`src/rtl/gst_pkg.sv`:
```
package gst_pkg;

    localparam int MaxGroup   = 64;
    localparam int ValueWidth = 32;
    localparam int IdxW       = $clog2(MaxGroup);
    localparam int CntW       = $clog2(MaxGroup + 1);
    localparam logic [31:0] OneQ16 = 32'd65536;

    typedef enum logic [6:0] {
        S_IDLE  = 7'b0000001,
        S_SQ    = 7'b0000010,
        S_SQRT  = 7'b0000100,
        S_MUL   = 7'b0001000,
        S_DIV   = 7'b0010000,
        S_FACT  = 7'b0100000,
        S_EMIT  = 7'b1000000
    } t_state;

    function automatic logic [ValueWidth-1:0] mag_of(input logic [ValueWidth-1:0] v);
        return v[ValueWidth-1] ? (~v + 1'b1) : v;
    endfunction

endpackage

```
`src/rtl/gst_div.sv`:
```
module gst_div
    import gst_pkg::*;
(
    input  logic        i_clk,
    input  logic        i_rst_n,
    input  logic        i_start,
    input  logic [63:0] i_num,
    input  logic [31:0] i_den,
    output logic        o_done,
    output logic [63:0] o_quo
);
    // Restoring divider, one quotient bit per cycle: 64 / 32 -> 64.
    logic [63:0] r_quo, n_quo;
    logic [31:0] r_rem, n_rem;
    logic [6:0]  r_cnt, n_cnt;
    logic        r_busy, n_busy;
    logic [32:0] w_trial;
    logic [32:0] w_diff;

    always_comb begin
        n_quo  = r_quo;
        n_rem  = r_rem;
        n_cnt  = r_cnt;
        n_busy = r_busy;
        w_trial = {r_rem, r_quo[63]};
        w_diff  = w_trial - {1'b0, i_den};
        if (i_start) begin
            n_quo  = i_num;
            n_rem  = '0;
            n_cnt  = 7'd64;
            n_busy = 1'b1;
        end else if (r_busy) begin
            if (w_trial >= {1'b0, i_den}) begin
                n_rem = w_diff[31:0];
                n_quo = {r_quo[62:0], 1'b1};
            end else begin
                n_rem = w_trial[31:0];
                n_quo = {r_quo[62:0], 1'b0};
            end
            n_cnt = r_cnt - 7'd1;
            if (r_cnt == 7'd1) n_busy = 1'b0;
        end
    end

    always_ff @(posedge i_clk) begin
        if (!i_rst_n) begin
            r_busy <= 1'b0;
            r_cnt  <= '0;
        end else begin
            r_busy <= n_busy;
            r_cnt  <= n_cnt;
        end
        r_quo <= n_quo;
        r_rem <= n_rem;
    end

    assign o_done = r_busy && (r_cnt == 7'd1);
    assign o_quo  = n_quo;
endmodule

```
`config.mk`:
```
export PLATFORM = sky130hd
export DESIGN_NAME = gst_div
export DESIGN_NICKNAME = d
export VERILOG_FILES = /design/src/rtl/gst_pkg.sv /design/src/rtl/gst_div.sv
export SDC_FILE = /design/constraint.sdc
export NUM_CORES = 1
export LEC_CHECK = 0
export ABC_CLOCK_PERIOD_IN_PS = 3440
export BUFFER_PORTS_ARGS = -buffer_cell sky130_fd_sc_hd__buf_2
export CAP_MARGIN = 20
export CORE_MARGIN = 2
export CORE_UTILIZATION = 43
export DETAILED_ROUTE_END_ITERATION = 7
export PLACE_DENSITY_LB_ADDON = 0.1
export SLEW_MARGIN = 0
export SYNTH_ARGS = -nofsm -noshare
export SYNTH_HDL_FRONTEND = slang
export SYNTH_SLANG_ARGS = --single-unit
```
`constraint.sdc`:
```
create_clock -name i_clk -period 3.44 [get_ports i_clk]
set_clock_uncertainty 0.1 [all_clocks]
set_input_delay 0.516 -clock i_clk [delete_from_list [all_inputs] [get_ports i_clk]]
set_output_delay 0.516 -clock i_clk [all_outputs]
set_load 0.01 [all_outputs]
```
* After elaboration in Yosys (flattened, before gate mapping)
Index checks and enable logic that the tools add are counted.
** Storage, ports and cells
- Register bits :: 104
- Bits of input ports :: 99
- Output and inout bits :: 65
- Word-level logic and storage cells :: 22
** Cells by class
- Add/sub/neg operators :: 2
- Magnitude comparators :: 1
- Equality and inequality tests :: 1
- Multiplexer cells :: 9
- Bitwise gates (word level) :: 1
- Reduce and logical (&&, ||, !) cells :: 3
** Operators with widths (number)
- 64-bit two-way mux :: 2
- 33-bit by 32-bit >= comparator with 1-bit output :: 1
- 32-bit two-way mux :: 1
- 32-bit subtractor :: 1
- 7-bit two-way mux :: 2
- 7-bit by 1-bit equality test with 1-bit output, second input constant :: 1
- 7-bit by 1-bit subtractor with 7-bit output, second input constant :: 1
- 1-bit two-way mux :: 4
- 2-bit nonzero test :: 1
- 2-bit OR reduction :: 1
- 1-bit logical AND :: 1
- 1-bit inverter :: 1

* Logic depth before layout (Yosys ltp)
- Depth in word-level cells :: 4
- Mapped depth :: 15

* Least setup slack after synthesis
OpenSTA, ideal clock, no wires.
- Kind :: in2out
- Start :: input port i_den[11]
- End :: output port o_quo[0]
- Data arrival time :: 2.870 ns
- Data required time :: 2.824 ns
- Setup slack :: -0.046 ns
- Stages on the path :: 15
- Path buffers :: 4
- Cell sequence :: inv_1 > ha_1 > buf_2 > and3_1 > and4_4 > nand4_1 > a211oi_2 > nor3_4 > o31a_1 > buf_6 > buf_6 > buf_6 > nor2_1 > a21oi_1 > o21ai_1
** On the way
- Word-level cells in the longest chain between the ends :: 4
** RTL lines
- start: declaration :: RTL line gst_div.sv:8 : input logic [31:0] i_den,
- 33-bit by 32-bit >= comparator with 1-bit output :: RTL line gst_div.sv:33 : if (w_trial >= {1'b0, i_den}) begin
- 1-bit two-way mux :: RTL line gst_div.sv:33
- 64-bit two-way mux :: RTL line gst_div.sv:32 : end else if (r_busy) begin
- 64-bit two-way mux :: RTL line gst_div.sv:27 : if (i_start) begin
- end: declaration :: RTL line gst_div.sv:10 : output logic [63:0] o_quo
No other way between the ends.

* Final worst setup path
- Start :: register r_rem[12]
- End :: output port o_quo[0]
** On the way
- Word-level cells in the longest chain between the ends :: 4
** RTL lines
- start: declaration :: RTL line gst_div.sv:14 : logic [31:0] r_rem, n_rem;
- start signal: assignment :: RTL line gst_div.sv:54 : r_rem <= n_rem;
- 33-bit by 32-bit >= comparator with 1-bit output :: RTL line gst_div.sv:33
- 1-bit two-way mux :: RTL line gst_div.sv:33
- 64-bit two-way mux :: RTL line gst_div.sv:32
- 64-bit two-way mux :: RTL line gst_div.sv:27
No other way between the ends.

==> metrics.cfg <==
[status]
status = finished clean

[run]
maxCapViolations = 0

[detailed_routing]
drt_iter0_drc = 326
drc = 0
wl_um = 15900
wl_per_cell_um = 14.3
drtPass1Iterations = 4
drtAntennaViolNets = 0
vias = 5819
vias_per_cell = 5.25

[worst_setup_path]
worstPathArrival_ps = 2720
path_cells = ha_4 > and3_4 > and4_4 > nand4_1 > a211oi_2 > nor3_4 > o31a_4 > nor2_4 > a21oi_2 > o21ai_2 > buf_2
crit_slowest_cell = dfxtp_4
rr_startpoint = r_quo[63]
critical_path_class = reg2out
ff2ff_path_depth = 13
end_kind = output pin
crit_buf_inv = 1
crit_family = compound AO/OA/AOI/OAI gates
r2r_end = r_rem[26]
cp_max_fo = 7
worstSetupStartpointType = flip-flop
cp.required_ps = 2820
ff2ff_setup_slack_ps = 330
cp_slowest_stage_delay_ps = 360

[sta]
fmax_ghz = 0.299
slew-limit-headroom = 0.561
fin_crit_ps = 3340
setup_slack_ps = 101
report.final.slew_viol_count = 0
post-route-period-util = 0.971
hold_violations = 0
setup-violations-final = 0
worst_pin_slew_ps = 658

[synthesis]
ys.flop_type = dfxtp_1
synth-edff-count = 0
yosys_warnings = 0
synthArstFlopShare = 0
ys_seq_elements = 104
yosysSeqAreaShare = 0.330
synth.distinct_cells = 60
synth_area_um2 = 6320
synth_fp_nets = 889
synth.avg_cell_area_um2 = 8.37
synthCells = 755

[min_path]
min_path_cells = 3
hold_start = i_num[0]
hold_class = in2reg
holdPathEnd = r_quo[0]

[die]
fp.dieArea_um2 = 15700
die_w_um = 125
initial_core_util = 0.438
rows = 44
core_area_um2 = 14400
die_y_um = 125
ios = 164

[clock_tree]
htree_num_levels = 3
cts.sinks = 104
path_clk_slew_ps = 80
cts_root_buffer = clkbuf_16
clk_path_buf_depth = 2
cts-buffers-inserted = 9
worstSkewPairLatency_ps = 350
cts_tree = built

[layout]
layout-drive-gt1-share = 0.288
area_growth_syn_to_layout_pct = 26.6
antenna_cells = 0
fin_area_um2 = 8000
nNetsFinal = 1053
final_core_util = 0.555
post_layout_nonfiller_instances = 1108
fill_cells = 1351

[power_and_ir_drop]
power.total_mw = 3.63
vdd_drop_max_v = 0.000283
p_per_area_nw_per_um2 = 454
leakage_nw = 3.77

[grt]
grt_pass1_vias = 5604
grt_usage = 0.197
grt_pass1_wl_um = 26000
grt_overflow = 0
antenna_found_initial = 0
grt_max_degree = 70

[placed_design]
placed_cell_area_um2 = 7460
place_congestion = 0.876
place_ws_ps = 10.1
placedCellCount = 1087
dp_hpwl_um = 11500
port_buffers = 163

worst reg2reg max path, delay by kind of cell (launching register included):
kind / cells / cell delay (ps)
adder cells (fa/ha/maj): 2 / 560
buffers and inverters: 2 / 200
AND/OR/NAND/NOR: 1 / 190
AO/OA/AOI/OAI: 7 / 1310
multiplexers: 1 / 260
flip-flops: 1 / 350
per-stage QoR:
step	setup TNS (ps)	hold WS, ps
3_5_place_dp	0	391
4_1_cts	0	260
3_3_place_gp	0	379
6_report	0	274
5_1_grt	-10.8	281
2_1_floorplan	0	357
cells by family (layout without fill, tap and decap cells):
group / Yosys count / after routing / share of synthesized area
adder cells (fa/ha/maj): 35 / 35 / 0.0705
multiplexers: 80 / 80 / 0.127
AND/OR/NAND/NOR: 200 / 200 / 0.146
buffers and inverters: 93 / 262 / 0.0632
XOR/XNOR: 33 / 33 / 0.0458
AO/OA/AOI/OAI: 210 / 210 / 0.218
flip-flops: 104 / 104 / 0.330
sequential cells by signal, summed over array words and instances, names as in the netlist:
signal,cells
r_quo,64
r_rem,32
r_cnt,7
r_busy,1
Yosys cell counts (all sizes together), types with 15 or more instances:
| cell | number | share of area |
|---|---|---|
| inv | 42 | 0.025 |
| nand2 | 88 | 0.052 |
| ha | 34 | 0.067 |
| xnor2 | 19 | 0.026 |
| o21ai | 78 | 0.062 |
| dfxtp | 104 | 0.33 |
| buf | 15 | 0.017 |
| a21o | 21 | 0.025 |
| a21oi | 49 | 0.039 |
| mux2i | 77 | 0.12 |
| clkbuf | 36 | 0.021 |
| nor2 | 59 | 0.035 |
| a211oi | 28 | 0.039 |
layout by cell type, fill, tap and decap left out, types with 14 or more instances in the layout:
cell / count
dfxtp_1: 100
nor2_1: 58
a21oi_1: 47
buf_4: 38
ha_1: 23
inv_1: 40
mux2i_1: 77
buf_2: 162
xor2_1: 14
nand2_1: 88
xnor2_1: 19
a211oi_1: 21
a21o_1: 21
o21ai_0: 73
layer usage:
layer / wire length [um] / GRT usage / share of wire
met5: 0 / 0 / 0
met4: 204 / 0.0497 / 0.013
met3: 905 / 0.0552 / 0.057
met2: 7580 / 0.340 / 0.48
met1: 7190 / 0.241 / 0.45
worst max path at each step:
stage,end,depth (start not counted),slack [ps],start
floorplan,o_quo[0],15,20,i_den[11]
global placement,o_quo[0],13,50,i_den[12]
detailed placement,o_quo[0],13,10,i_den[14]
CTS,o_quo[0],13,20,r_quo[63]
global route,o_quo[0],11,-10,r_rem[12]
finish,o_quo[0],11,100,r_rem[12]
final cells by class:
class | count | area (um2) | share of cell area
multi-input combinational | 558 | 4040 | 0.505
sequential | 104 | 2090 | 0.262
timing repair buffer | 204 | 1170 | 0.146
tap | 184 | 230 | 0.0288
clock buffer | 9 | 225 | 0.0282
inverter | 42 | 158 | 0.0197
clock inverter | 7 | 88.8 | 0.0111
report_power, final:
group          switching [mW]  total (mW)  internal [mW]  leakage, nW
clock network           0.514        1.10          0.582        0.155
logic                   0.589        1.11          0.523         2.75
registers              0.0941        1.43           1.33        0.869
timing repair:
action | in CTS | in global routing
hold buffers | 0 | 0
setup endpoints to repair | 1 | 1
gates resized for setup | 8 | 21
pin swaps | 4 | 13
buffers inserted | 0 | 6
No activity file was read; power rests on OpenSTA's default activity.
